[config.mk]
export PLATFORM = sky130hd
export DESIGN_NAME = register_alu_and_branch_flat
export DESIGN_NICKNAME = d
export VERILOG_FILES = /design/src/design/rab_pkg.sv /design/src/design/rab_if.sv /design/src/design/register_alu_and_branch.sv /design/src/design/rab_ram.sv /design/src/design/rab_div.sv /design/src/flat_wrapper.sv
export SDC_FILE = /design/constraint.sdc
export NUM_CORES = 2
export LEC_CHECK = 0
export BUFFER_PORTS_ARGS = -buffer_cell sky130_fd_sc_hd__buf_4
export CELL_PAD_IN_SITES_DETAIL_PLACEMENT = 1
export CELL_PAD_IN_SITES_GLOBAL_PLACEMENT = 2
export CORE_ASPECT_RATIO = 1.75
export CORE_MARGIN = 2
export CORE_UTILIZATION = 29
export CTS_CLUSTER_SIZE = 8
export DETAILED_ROUTE_END_ITERATION = 6
export PLACE_DENSITY = 0.56
export SYNTH_ARGS = -nofsm -noshare
export SYNTH_HDL_FRONTEND = slang
export SYNTH_SLANG_ARGS = --single-unit
[constraint.sdc]
create_clock -name clk -period 7.2 [get_ports clk]
set_clock_uncertainty 0.1 [all_clocks]
set_input_delay 1.08 -clock clk [delete_from_list [all_inputs] [get_ports clk]]
set_output_delay 1.08 -clock clk [all_outputs]
set_load 0.1 [all_outputs]
[src/design/rab_pkg.sv]
// Shared types and constants of the register, arithmetic and branch unit.
package rab_pkg;

    // Data word of the register file.
    localparam int DATA_W = 16;
    localparam int POS_W  = 24;

    // Item kinds.
    localparam logic FUNC_SET  = 1'b0;
    localparam logic FUNC_JUMP = 1'b1;

    // Set-register operation codes; unused codes act as store.
    localparam logic [3:0] OP_STORE = 4'd0;
    localparam logic [3:0] OP_ADD   = 4'd1;
    localparam logic [3:0] OP_SUB   = 4'd2;
    localparam logic [3:0] OP_MUL   = 4'd3;
    localparam logic [3:0] OP_DIV   = 4'd4;
    localparam logic [3:0] OP_MOD   = 4'd5;
    localparam logic [3:0] OP_RND   = 4'd6;
    localparam logic [3:0] OP_AND   = 4'd7;
    localparam logic [3:0] OP_OR    = 4'd8;
    localparam logic [3:0] OP_XOR   = 4'd9;

    // Jump condition codes; unused codes test for equal.
    localparam logic [3:0] COND_EQ        = 4'd0;
    localparam logic [3:0] COND_NE        = 4'd1;
    localparam logic [3:0] COND_GE        = 4'd2;
    localparam logic [3:0] COND_LE        = 4'd3;
    localparam logic [3:0] COND_GT        = 4'd4;
    localparam logic [3:0] COND_LT        = 4'd5;
    localparam logic [3:0] COND_CARRY_CLR = 4'd6;
    localparam logic [3:0] COND_CARRY_SET = 4'd7;
    localparam logic [3:0] COND_NEG_CLR   = 4'd8;
    localparam logic [3:0] COND_NEG_SET   = 4'd9;

    // One command request.
    typedef struct packed {
        logic              func;
        logic [7:0]        mode;
        logic [7:0]        dest_index;
        logic [DATA_W-1:0] first_operand;
        logic [DATA_W-1:0] second_operand;
        logic [POS_W-1:0]  target_true;
        logic [POS_W-1:0]  target_false;
        logic [DATA_W-1:0] random_value;
    } cmd_item_t;

    // One result request.
    typedef struct packed {
        logic [DATA_W-1:0] written_value;
        logic [7:0]        written_index;
        logic              carry_flag;
        logic              negative_flag;
        logic              jump_taken;
        logic [POS_W-1:0]  next_position;
    } res_item_t;

    // Status returned by the shared divider.
    typedef struct packed {
        logic              done;
        logic [DATA_W-1:0] quotient;
        logic [DATA_W-1:0] remainder;
    } div_result_t;

endpackage

[src/design/rab_if.sv]
// Valid/ready channel interfaces for command and result requests.
interface rab_cmd_if
    import rab_pkg::*;
();
    logic      valid;
    logic      ready;
    cmd_item_t data;

    modport source (output valid, output data, input ready);
    modport sink   (input valid, input data, output ready);
endinterface

interface rab_res_if
    import rab_pkg::*;
();
    logic      valid;
    logic      ready;
    res_item_t data;

    modport source (output valid, output data, input ready);
    modport sink   (input valid, input data, output ready);
endinterface

[src/design/register_alu_and_branch.sv]
// Top level: register file, flags, shared ALU and divider under a small sequencer.
// Operand fetch: immediate (S_FETCH), direct (S_INDEX, S_READ, S_RDATA) or indirect (that
// sequence twice); then S_EXEC, S_DIV for divide, modulo or randomize by a nonzero divisor, S_DONE.
// A REG_COUNT that is not a power of two adds a divider pass (S_IDXDIV) per register index.
// One command at a time, taken in the cycle after the last result is loaded.
// Reset clears flags and base at once, then a pass over every index zeroes the register file.
module register_alu_and_branch
    import rab_pkg::*;
#(
    parameter int REG_COUNT = 256
) (
    input  logic             clk,
    input  logic             rst_n,
    input  logic             cfg_wr_en,
    input  logic [POS_W-1:0] cfg_wr_data,
    rab_cmd_if.sink          cmd,
    rab_res_if.source        result
);

    localparam int          AW      = $clog2(REG_COUNT);
    localparam bit          IS_POW2 = ((1 << AW) == REG_COUNT);
    localparam logic [DATA_W-1:0] REG_COUNT_W = DATA_W'(REG_COUNT);

    typedef enum logic [9:0] {
        S_CLEAR  = 10'b0000000001,
        S_IDLE   = 10'b0000000010,
        S_FETCH  = 10'b0000000100,
        S_INDEX  = 10'b0000001000,
        S_IDXDIV = 10'b0000010000,
        S_READ   = 10'b0000100000,
        S_RDATA  = 10'b0001000000,
        S_EXEC   = 10'b0010000000,
        S_DIV    = 10'b0100000000,
        S_DONE   = 10'b1000000000
    } state_t;

    typedef enum logic [3:0] {
        P_DEST = 4'b0001,
        P_SRC  = 4'b0010,
        P_A    = 4'b0100,
        P_B    = 4'b1000
    } phase_t;

    state_t            state_reg, state_next;
    phase_t            phase_reg, phase_next;
    logic [AW-1:0]     clr_cnt_reg, clr_cnt_next;
    logic              carry_reg, carry_next;
    logic              neg_reg, neg_next;
    logic [POS_W-1:0]  base_reg, base_next;
    logic              out_valid_reg, out_valid_next;

    cmd_item_t         item_reg, item_next;
    logic [DATA_W-1:0] raw_reg, raw_next;
    logic [1:0]        kind_reg, kind_next;
    logic              ind_reg, ind_next;
    logic [AW-1:0]     addr_reg, addr_next;
    logic [AW-1:0]     dest_reg, dest_next;
    logic [DATA_W-1:0] opa_reg, opa_next;
    logic [DATA_W-1:0] opb_reg, opb_next;
    logic [DATA_W-1:0] res_value_reg, res_value_next;
    logic              res_carry_reg, res_carry_next;
    logic              res_taken_reg, res_taken_next;
    logic [POS_W-1:0]  res_npos_reg, res_npos_next;
    res_item_t         out_data_reg, out_data_next;

    logic              ram_wr_en;
    logic [AW-1:0]     ram_wr_addr;
    logic [DATA_W-1:0] ram_wr_data;
    logic              ram_rd_en;
    logic [DATA_W-1:0] ram_rd_data;

    logic              div_start;
    logic [DATA_W-1:0] div_dividend;
    logic [DATA_W-1:0] div_divisor;
    div_result_t       div_res;

    logic              fetch_done;
    logic [DATA_W-1:0] fetch_value;
    logic              out_load;
    logic              taken;
    logic [3:0]        op;

    logic [DATA_W:0]     sum;
    logic [DATA_W:0]     diff;
    logic [2*DATA_W-1:0] prod;
    logic                a_eq_b;
    logic                a_lt_b;

    // Register file.
    rab_ram #(
        .WIDTH (DATA_W),
        .DEPTH (REG_COUNT)
    ) u_regfile (
        .clk     (clk),
        .wr_en   (ram_wr_en),
        .wr_addr (ram_wr_addr),
        .wr_data (ram_wr_data),
        .rd_en   (ram_rd_en),
        .rd_addr (addr_reg),
        .rd_data (ram_rd_data)
    );

    // Shared divider for division, modulo, randomize and index reduction.
    rab_div u_div (
        .clk      (clk),
        .rst_n    (rst_n),
        .start    (div_start),
        .dividend (div_dividend),
        .divisor  (div_divisor),
        .res      (div_res)
    );

    // Shared arithmetic: add, subtract (also the comparator) and multiply.
    assign op     = item_reg.mode[3:0];
    assign sum    = {1'b0, opa_reg} + {1'b0, opb_reg};
    assign diff   = {1'b0, opa_reg} - {1'b0, opb_reg};
    assign prod   = opa_reg * opb_reg;
    assign a_eq_b = (opa_reg == opb_reg);
    assign a_lt_b = diff[DATA_W];

    // Jump condition.
    always_comb
    begin
        unique case (op)
            COND_NE:        taken = !a_eq_b;
            COND_GE:        taken = !a_lt_b;
            COND_LE:        taken = a_lt_b || a_eq_b;
            COND_GT:        taken = !a_lt_b && !a_eq_b;
            COND_LT:        taken = a_lt_b;
            COND_CARRY_CLR: taken = !carry_reg;
            COND_CARRY_SET: taken = carry_reg;
            COND_NEG_CLR:   taken = !neg_reg;
            COND_NEG_SET:   taken = neg_reg;
            default:        taken = a_eq_b;
        endcase
    end

    // Sequencer.
    always_comb
    begin
        state_next     = state_reg;
        phase_next     = phase_reg;
        clr_cnt_next   = clr_cnt_reg;
        carry_next     = carry_reg;
        neg_next       = neg_reg;
        base_next      = base_reg;
        out_valid_next = out_valid_reg;
        item_next      = item_reg;
        raw_next       = raw_reg;
        kind_next      = kind_reg;
        ind_next       = ind_reg;
        addr_next      = addr_reg;
        dest_next      = dest_reg;
        opa_next       = opa_reg;
        opb_next       = opb_reg;
        res_value_next = res_value_reg;
        res_carry_next = res_carry_reg;
        res_taken_next = res_taken_reg;
        res_npos_next  = res_npos_reg;
        out_data_next  = out_data_reg;
        ram_wr_en      = 1'b0;
        ram_wr_addr    = dest_reg;
        ram_wr_data    = res_value_reg;
        ram_rd_en      = 1'b0;
        div_start      = 1'b0;
        div_dividend   = opa_reg;
        div_divisor    = opb_reg;
        fetch_done     = 1'b0;
        fetch_value    = ram_rd_data;
        out_load       = 1'b0;
        cmd.ready      = 1'b0;

        if (cfg_wr_en)
        begin
            base_next = cfg_wr_data;
        end

        // The result register empties when the sink takes it.
        if (out_valid_reg && result.ready)
        begin
            out_valid_next = 1'b0;
        end

        unique case (state_reg)
            S_CLEAR:
            begin
                ram_wr_en   = 1'b1;
                ram_wr_addr = clr_cnt_reg;
                ram_wr_data = '0;
                if (clr_cnt_reg == AW'(REG_COUNT - 1))
                begin
                    state_next = S_IDLE;
                end
                else
                begin
                    clr_cnt_next = clr_cnt_reg + 1'b1;
                end
            end
            S_IDLE:
            begin
                cmd.ready = 1'b1;
                if (cmd.valid)
                begin
                    item_next  = cmd.data;
                    state_next = S_FETCH;
                    if (cmd.data.func == FUNC_SET)
                    begin
                        // The destination is fetched like a register operand.
                        phase_next = P_DEST;
                        raw_next   = {8'b0, cmd.data.dest_index};
                        kind_next  = {1'b0, cmd.data.mode[6]};
                    end
                    else
                    begin
                        phase_next = P_A;
                        raw_next   = cmd.data.first_operand;
                        kind_next  = cmd.data.mode[7:6];
                    end
                end
            end
            S_FETCH:
            begin
                if (kind_reg[1])
                begin
                    // Immediate word or byte.
                    fetch_done  = 1'b1;
                    fetch_value = kind_reg[0] ? raw_reg : {8'b0, raw_reg[7:0]};
                end
                else
                begin
                    raw_next   = {8'b0, raw_reg[7:0]};
                    ind_next   = kind_reg[0];
                    state_next = S_INDEX;
                end
            end
            S_INDEX:
            begin
                if (IS_POW2)
                begin
                    addr_next  = raw_reg[AW-1:0];
                    state_next = S_READ;
                end
                else
                begin
                    div_start    = 1'b1;
                    div_dividend = raw_reg;
                    div_divisor  = REG_COUNT_W;
                    state_next   = S_IDXDIV;
                end
            end
            S_IDXDIV:
            begin
                if (div_res.done)
                begin
                    addr_next  = AW'(div_res.remainder);
                    state_next = S_READ;
                end
            end
            S_READ:
            begin
                ram_rd_en  = 1'b1;
                state_next = S_RDATA;
            end
            S_RDATA:
            begin
                if (ind_reg)
                begin
                    // Indirect: the value just read is the next index.
                    raw_next   = ram_rd_data;
                    ind_next   = 1'b0;
                    state_next = S_INDEX;
                end
                else
                begin
                    fetch_done = 1'b1;
                end
            end
            S_EXEC:
            begin
                state_next     = S_DONE;
                res_carry_next = 1'b0;
                res_taken_next = taken;
                res_npos_next  = (taken ? item_reg.target_true : item_reg.target_false)
                                 - base_reg;
                if (item_reg.func == FUNC_SET)
                begin
                    unique case (op)
                        OP_ADD:
                        begin
                            res_value_next = sum[DATA_W-1:0];
                            res_carry_next = sum[DATA_W];
                        end
                        OP_SUB:
                        begin
                            res_value_next = diff[DATA_W-1:0];
                            res_carry_next = diff[DATA_W];
                        end
                        OP_MUL:
                        begin
                            // An overflowing product keeps its high half.
                            if (prod[2*DATA_W-1:DATA_W] != '0)
                            begin
                                res_value_next = prod[2*DATA_W-1:DATA_W];
                            end
                            else
                            begin
                                res_value_next = prod[DATA_W-1:0];
                            end
                        end
                        OP_DIV, OP_MOD:
                        begin
                            res_value_next = opa_reg;
                            if (opb_reg != '0)
                            begin
                                div_start  = 1'b1;
                                state_next = S_DIV;
                            end
                        end
                        OP_RND:
                        begin
                            res_value_next = item_reg.random_value;
                            if (opb_reg != '0)
                            begin
                                div_start    = 1'b1;
                                div_dividend = item_reg.random_value;
                                state_next   = S_DIV;
                            end
                        end
                        OP_AND:  res_value_next = opa_reg & opb_reg;
                        OP_OR:   res_value_next = opa_reg | opb_reg;
                        OP_XOR:  res_value_next = opa_reg ^ opb_reg;
                        default: res_value_next = opb_reg;
                    endcase
                end
            end
            S_DIV:
            begin
                if (div_res.done)
                begin
                    res_value_next = (op == OP_DIV) ? div_res.quotient : div_res.remainder;
                    state_next     = S_DONE;
                end
            end
            S_DONE:
            begin
                if (!out_valid_reg || result.ready)
                begin
                    out_load       = 1'b1;
                    out_valid_next = 1'b1;
                    state_next     = S_IDLE;
                    if (item_reg.func == FUNC_SET)
                    begin
                        ram_wr_en  = 1'b1;
                        carry_next = res_carry_reg;
                        neg_next   = res_value_reg[DATA_W-1];
                        out_data_next.written_value = res_value_reg;
                        out_data_next.written_index = 8'(dest_reg);
                        out_data_next.carry_flag    = res_carry_reg;
                        out_data_next.negative_flag = res_value_reg[DATA_W-1];
                        out_data_next.jump_taken    = 1'b0;
                        out_data_next.next_position = '0;
                    end
                    else
                    begin
                        out_data_next.written_value = '0;
                        out_data_next.written_index = '0;
                        out_data_next.carry_flag    = carry_reg;
                        out_data_next.negative_flag = neg_reg;
                        out_data_next.jump_taken    = res_taken_reg;
                        out_data_next.next_position = res_npos_reg;
                    end
                end
            end
            default:
            begin
                state_next = S_IDLE;
            end
        endcase

        // A finished operand fetch moves on to the next operand or to execute.
        if (fetch_done)
        begin
            unique case (phase_reg)
                P_DEST:
                begin
                    opa_next   = fetch_value;
                    dest_next  = addr_reg;
                    phase_next = P_SRC;
                    raw_next   = item_reg.second_operand;
                    kind_next  = item_reg.mode[5:4];
                    state_next = S_FETCH;
                end
                P_A:
                begin
                    opa_next   = fetch_value;
                    phase_next = P_B;
                    raw_next   = item_reg.second_operand;
                    kind_next  = item_reg.mode[5:4];
                    state_next = S_FETCH;
                end
                P_SRC, P_B:
                begin
                    opb_next   = fetch_value;
                    state_next = S_EXEC;
                end
                default:
                begin
                    state_next = S_EXEC;
                end
            endcase
        end
    end

    // Control state.
    always_ff @(posedge clk or negedge rst_n)
    begin
        if (!rst_n)
        begin
            state_reg     <= S_CLEAR;
            phase_reg     <= P_DEST;
            clr_cnt_reg   <= '0;
            carry_reg     <= 1'b0;
            neg_reg       <= 1'b0;
            base_reg      <= '0;
            out_valid_reg <= 1'b0;
        end
        else
        begin
            state_reg     <= state_next;
            phase_reg     <= phase_next;
            clr_cnt_reg   <= clr_cnt_next;
            carry_reg     <= carry_next;
            neg_reg       <= neg_next;
            base_reg      <= base_next;
            out_valid_reg <= out_valid_next;
        end
    end

    // Datapath.
    always_ff @(posedge clk)
    begin
        item_reg      <= item_next;
        raw_reg       <= raw_next;
        kind_reg      <= kind_next;
        ind_reg       <= ind_next;
        addr_reg      <= addr_next;
        dest_reg      <= dest_next;
        opa_reg       <= opa_next;
        opb_reg       <= opb_next;
        res_value_reg <= res_value_next;
        res_carry_reg <= res_carry_next;
        res_taken_reg <= res_taken_next;
        res_npos_reg  <= res_npos_next;
        out_data_reg  <= out_data_next;
    end

    assign result.valid = out_valid_reg;
    assign result.data  = out_data_reg;

    // The divider only finishes while the sequencer waits for it.
    assert property (@(posedge clk) disable iff (!rst_n)
        div_res.done |-> (state_reg == S_IDXDIV || state_reg == S_DIV))
    else $error("divider finished outside a wait state");

    // A jump leaves the status flags as they were.
    assert property (@(posedge clk) disable iff (!rst_n)
        (out_load && item_reg.func == FUNC_JUMP) |=> $stable({carry_reg, neg_reg}))
    else $error("jump changed the status flags");

    // Divide, modulo or randomize by zero skips the divider.
    assert property (@(posedge clk) disable iff (!rst_n)
        (state_reg == S_EXEC && item_reg.func == FUNC_SET && opb_reg == '0 &&
         (op == OP_DIV || op == OP_MOD || op == OP_RND)) |=> state_reg == S_DONE)
    else $error("zero divisor reached the divider");

endmodule

[src/design/rab_ram.sv]
// Generic single-port-write, single-port-read RAM with registered read data.
module rab_ram #(
    parameter int WIDTH = 16,
    parameter int DEPTH = 256
) (
    input  logic                     clk,
    input  logic                     wr_en,
    input  logic [$clog2(DEPTH)-1:0] wr_addr,
    input  logic [WIDTH-1:0]         wr_data,
    input  logic                     rd_en,
    input  logic [$clog2(DEPTH)-1:0] rd_addr,
    output logic [WIDTH-1:0]         rd_data
);

    logic [WIDTH-1:0] mem [DEPTH];

    // Write port.
    always_ff @(posedge clk)
    begin
        if (wr_en)
        begin
            mem[wr_addr] <= wr_data;
        end
    end

    // Registered read port.
    always_ff @(posedge clk)
    begin
        if (rd_en)
        begin
            rd_data <= mem[rd_addr];
        end
    end

endmodule

[src/design/rab_div.sv]
// Restoring 16-bit divider, one quotient bit per cycle.
module rab_div
    import rab_pkg::*;
(
    input  logic              clk,
    input  logic              rst_n,
    input  logic              start,
    input  logic [DATA_W-1:0] dividend,
    input  logic [DATA_W-1:0] divisor,
    output div_result_t       res
);

    localparam int CNT_W = $clog2(DATA_W);

    logic              busy_reg, busy_next;
    logic              done_reg, done_next;
    logic [CNT_W-1:0]  cnt_reg, cnt_next;
    logic [DATA_W-1:0] rem_reg, rem_next;
    logic [DATA_W-1:0] quo_reg, quo_next;
    logic [DATA_W-1:0] dvs_reg, dvs_next;
    logic [DATA_W:0]   shifted;
    logic [DATA_W:0]   trial;

    // One trial subtraction of the shifted partial remainder.
    assign shifted = {rem_reg, quo_reg[DATA_W-1]};
    assign trial   = shifted - {1'b0, dvs_reg};

    always_comb
    begin
        busy_next = busy_reg;
        done_next = 1'b0;
        cnt_next  = cnt_reg;
        rem_next  = rem_reg;
        quo_next  = quo_reg;
        dvs_next  = dvs_reg;
        if (start)
        begin
            busy_next = 1'b1;
            cnt_next  = '0;
            rem_next  = '0;
            quo_next  = dividend;
            dvs_next  = divisor;
        end
        else if (busy_reg)
        begin
            if (shifted >= {1'b0, dvs_reg})
            begin
                rem_next = trial[DATA_W-1:0];
                quo_next = {quo_reg[DATA_W-2:0], 1'b1};
            end
            else
            begin
                rem_next = shifted[DATA_W-1:0];
                quo_next = {quo_reg[DATA_W-2:0], 1'b0};
            end
            cnt_next = cnt_reg + 1'b1;
            if (cnt_reg == CNT_W'(DATA_W - 1))
            begin
                busy_next = 1'b0;
                done_next = 1'b1;
            end
        end
    end

    // Control state.
    always_ff @(posedge clk or negedge rst_n)
    begin
        if (!rst_n)
        begin
            busy_reg <= 1'b0;
            done_reg <= 1'b0;
            cnt_reg  <= '0;
        end
        else
        begin
            busy_reg <= busy_next;
            done_reg <= done_next;
            cnt_reg  <= cnt_next;
        end
    end

    // Datapath.
    always_ff @(posedge clk)
    begin
        rem_reg <= rem_next;
        quo_reg <= quo_next;
        dvs_reg <= dvs_next;
    end

    assign res.done      = done_reg;
    assign res.quotient  = quo_reg;
    assign res.remainder = rem_reg;

endmodule
[src/flat_wrapper.sv]
// flat-port wrapper written by rule: the top's interface ports become plain ports
module register_alu_and_branch_flat import rab_pkg::*;
#(
    parameter int REG_COUNT = 256
)
  (clk, rst_n, cfg_wr_en, cfg_wr_data, cmd_valid, cmd_data, cmd_ready, result_valid, result_data, result_ready);
  rab_cmd_if cmd_i ();
  rab_res_if result_i ();
  input  logic clk;
  input  logic rst_n;
  input  logic cfg_wr_en;
  input  logic [POS_W-1:0] cfg_wr_data;
  input wire logic [$bits(cmd_i.valid)-1:0] cmd_valid;
  input wire logic [$bits(cmd_i.data)-1:0] cmd_data;
  output wire logic [$bits(cmd_i.ready)-1:0] cmd_ready;
  output wire logic [$bits(result_i.valid)-1:0] result_valid;
  output wire logic [$bits(result_i.data)-1:0] result_data;
  input wire logic [$bits(result_i.ready)-1:0] result_ready;
  assign cmd_i.valid = cmd_valid;
  assign cmd_i.data = cmd_data;
  assign cmd_ready = cmd_i.ready;
  assign result_valid = result_i.valid;
  assign result_data = result_i.data;
  assign result_i.ready = result_ready;
  register_alu_and_branch #(.REG_COUNT(REG_COUNT)) u_core (.clk(clk), .rst_n(rst_n), .cfg_wr_en(cfg_wr_en), .cfg_wr_data(cfg_wr_data), .cmd(cmd_i), .result(result_i));
endmodule
==> flow_summary.json <==
{
  "post-route-worst-setup-slack_ns": 0.0497,
  "rows": 386,
  "worstPathArrival_ns": 7.88,
  "first_global_vias": 103000,
  "p_per_area_mw_per_mm2": 321,
  "grt_pass1_wl_um": 835000,
  "critical_path.startpoint_type": "register",
  "largest_register_ffs": 4096,
  "syn_area_per_cell_um2": 20.7,
  "number_of_buffers_created_by_cts": 646,
  "cts-root-buf": "sky130_fd_sc_hd__clkbuf_16",
  "hold_viol_final": 0,
  "mappedNetlistArea_mm2": 0.184,
  "post-route-min-period_ns": 7.15,
  "drcViolationCount": 0,
  "cts-root-to-sink-buffers": 5,
  "grt_util_all_layers_pct": 18.7,
  "clk-insertion-delay-late_ns": 1.02,
  "post_layout_nonfiller_instances": 18600,
  "yosys_warnings": 0,
  "die_y_um": 1060,
  "tightest_slew_ns": 1.48,
  "ioPinCount": 195,
  "detailedPlace.worstSlack_ns": -0.939,
  "finalSetupViolations": 0,
  "postRouteAntennaNets": 0,
  "power.total_mw": 70.3,
  "syn_inst_count": 8864,
  "hold_slack_ns": 0.139,
  "die_w_um": 605,
  "fillCellCount": 62000,
  "synth_flop_cell": "sky130_fd_sc_hd__edfxtp_1",
  "syn2layout_area_growth_pct": 19.5,
  "avgViaCountPerCell": 4.99,
  "relSlewSlack_pct": 1.64,
  "crit_slowest_cell": "sky130_fd_sc_hd__fa_1",
  "rsz0062_at_grt": "yes",
  "grt.overflow.total": 0,
  "multiInputGateArea_mm2": 0.0483,
  "drive_gt1_share_pct": 33.4,
  "final_min_period_over_clock_period_pct": 99.3,
  "power.switching_mw": 19.3,
  "routedWlPerCell_um": 32.2,
  "static-leakage-power_nw": 71.3,
  "ctsHtreeMaxLevel": 6,
  "clk_pin_slew_ns": 0.06,
  "final_cell_mix": "4,373 x sky130_fd_sc_hd__edfxtp_1, 1,360 x sky130_fd_sc_hd__mux4_2, 936 x sky130_fd_sc_hd__buf_4, 658 x sky130_fd_sc_hd__clkbuf_16, 443 x sky130_fd_sc_hd__nor2_1",
  "layout.area.seq_mm2": 0.133,
  "switching_power_share_of_the_total_pct": 27.5,
  "final_common_cell": "sky130_fd_sc_hd__edfxtp_1",
  "crit_path_max_incr_delay_ns": 0.59,
  "hold_path.class": "primary input to register",
  "nNetsFinal": 10600,
  "combinational_power_share_pct": 19.9,
  "ys_types": 91,
  "clkSinkCount": 4461,
  "mapped_nets": 9397,
  "worst-path-max-fanout": 6,
  "synth-seq-area-share_pct": 72.6,
  "required_ns": 7.93,
  "path_buf_inv": 6,
  "synth_edf_count": 4373,
  "power.internal_mw": 51.0,
  "path_cells": "buf_6 -> buf_12 -> nand2_1 -> fa_1 -> fa_1 -> inv_1 -> fa_2 -> fa_2 -> fa_1 -> fa_1 -> ha_4 -> buf_4 -> a21oi_4 -> o21ai_4 -> or3_4 -> a21oi_4 -> o21a_1 -> o22ai_2 -> or3_4 -> nor4b_4 -> buf_12 -> buf_12 -> a311oi_2 -> a211oi_2",
  "tritoncts": "yes",
  "clock_power_share_pct": 38.4,
  "dr.first_iter.drc_count": 6488,
  "run_status": "complete, no violations",
  "final_report_max_slew_violation_count": 0,
  "port-buffer-count": 194,
  "critical-path-top-delay-family": "adder cells",
  "gp_routability_congestion": 0.930,
  "worst_vdd_ir_mv": 0.300,
  "critical_setup_path_kind": "register to register",
  "detail_route.wirelength_um": 598000,
  "drt_pre_antenna_iters": 5,
  "cap_viol_max_count": 0,
  "synth-seq-cells": 4461,
  "setup_tns_ns": 0,
  "floorplan.initialDensity_pct": 29.1,
  "async_flop_share_pct": 1.21,
  "power_frac_seq_pct": 41.7,
  "antenna_found_initial": 43,
  "post-dp-hpwl_um": 398000,
  "crit_top_cell": "sky130_fd_sc_hd__fa_1",
  "placedCellCount": 17700,
  "core_mm2": 0.631,
  "setup.worst_path.end_class": "register",
  "num_vias": 92600,
  "maxClockFrequency_mhz": 140,
  "grt_start_max_net_pins": 189,
  "dieArea_mm2": 0.640
}
==> per-layer routing <==
metal  part of all wire [%]  up-vias  GRT usage [%]
li1                       -    38300              -
met4                    5.6        6           9.67
met2                     56     2417           35.8
met3                    3.6     1030           2.37
met5                 0.0075        -              0
met1                     35    50800           19.6
==> synthesized netlist by cell type, types with 34 or more instances <==
master / count / area [um2]
sky130_fd_sc_hd__o21ai_0: 125 / 626
sky130_fd_sc_hd__buf_1: 81 / 304
sky130_fd_sc_hd__xnor2_1: 49 / 429
sky130_fd_sc_hd__nand2_1: 347 / 1300
sky130_fd_sc_hd__nor2b_1: 45 / 282
sky130_fd_sc_hd__dfxtp_1: 34 / 681
sky130_fd_sc_hd__fa_1: 198 / 3960
sky130_fd_sc_hd__a21oi_1: 133 / 666
sky130_fd_sc_hd__nand3_1: 39 / 195
sky130_fd_sc_hd__buf_2: 79 / 395
sky130_fd_sc_hd__dfrtp_1: 52 / 1300
sky130_fd_sc_hd__nor2_1: 512 / 1920
sky130_fd_sc_hd__mux4_2: 1360 / 30600
sky130_fd_sc_hd__edfxtp_1: 4373 / 131000
sky130_fd_sc_hd__clkbuf_1: 306 / 1150
sky130_fd_sc_hd__nor3_1: 41 / 205
sky130_fd_sc_hd__and2_1: 48 / 300
sky130_fd_sc_hd__ha_1: 193 / 2410
sky130_fd_sc_hd__inv_1: 311 / 1170
sky130_fd_sc_hd__mux2i_1: 67 / 671
==> area by class of cell <==
cell class | count | share of cell area, %
clock inverters | 35 | 0.196
inverters | 322 | 0.571
multi-input cells | 3612 | 22.0
diodes | 64 | 0.0730
clock buffers | 707 | 7.61
well taps | 8342 | 4.76
flip-flops and latches | 4461 | 60.8
repair buffers | 1034 | 3.96
==> kinds of logic (layout without fill, tap and decap cells) <==
| family | Yosys count | in the layout | share of synthesized area [%] |
|---|---|---|---|
| flops | 4461 | 4461 | 72.6 |
| other cells | 0 | 64 | 0 |
| xor+xnor | 70 | 70 | 0.334 |
| mux | 1456 | 1456 | 17.2 |
| fa+ha+maj | 391 | 391 | 3.47 |
| buf+inv | 791 | 2098 | 1.68 |
| compound gates | 516 | 516 | 1.79 |
| simple gates | 1179 | 1179 | 2.85 |
==> repair_timing <==
action / 4_1_cts / 5_1_grt
setup endpoints to repair: 17 / 17
buffers inserted: 39 / 33
resized for setup: 103 / 142
pin swaps: 40 / 86
hold buffers: 1 / 0
gates cloned: 1 / 0
endpoints found under the hold margin: 20 / 0
==> power groups by stage <==
stage	clock network, mW	registers (mW)	logic (mW)
2_1_floorplan	0	29.6	6.56
3_3_place_gp	0	29.8	12.6
3_5_place_dp	0	29.8	12.7
4_1_cts	27.7	29.3	13.4
5_1_grt	28.5	29.3	14.8
6_report	27.0	29.3	14.0
==> path summary, 6_finish.rpt <==
check	from	endpoint	slack, ns	cells after the start
max	u_core.opb_reg[7]$_DFFE_PP_	u_core.res_value_reg[15]$_DFFE_PP_	0.05	24
min	cmd_data[65]	u_core.item_reg[65]$_DFFE_PP_	0.14	1
max reg2reg	u_core.opb_reg[7]$_DFFE_PP_	u_core.res_value_reg[15]$_DFFE_PP_	0.05	24
min reg2reg	u_core.u_div.done_reg$_DFF_PN0_	u_core.state_reg[8]$_DFFE_PN0P_	0.38	1
max in group asynchronous	rst_n	u_core.clr_cnt_reg[1]$_DFFE_PN0P_	5.45	3
min in group asynchronous	rst_n	u_core.base_reg[9]$_DFFE_PN0P_	0.47	2
==> metrics by stage <==
stage	utilization, %	area, um2
floorplan	-	184000
global placement	31.8	200000
global route	34.8	219000
CTS	34.6	218000
finish	34.8	219000
detailed placement	31.8	200000
No activity file was read; power rests on OpenSTA's default activity.
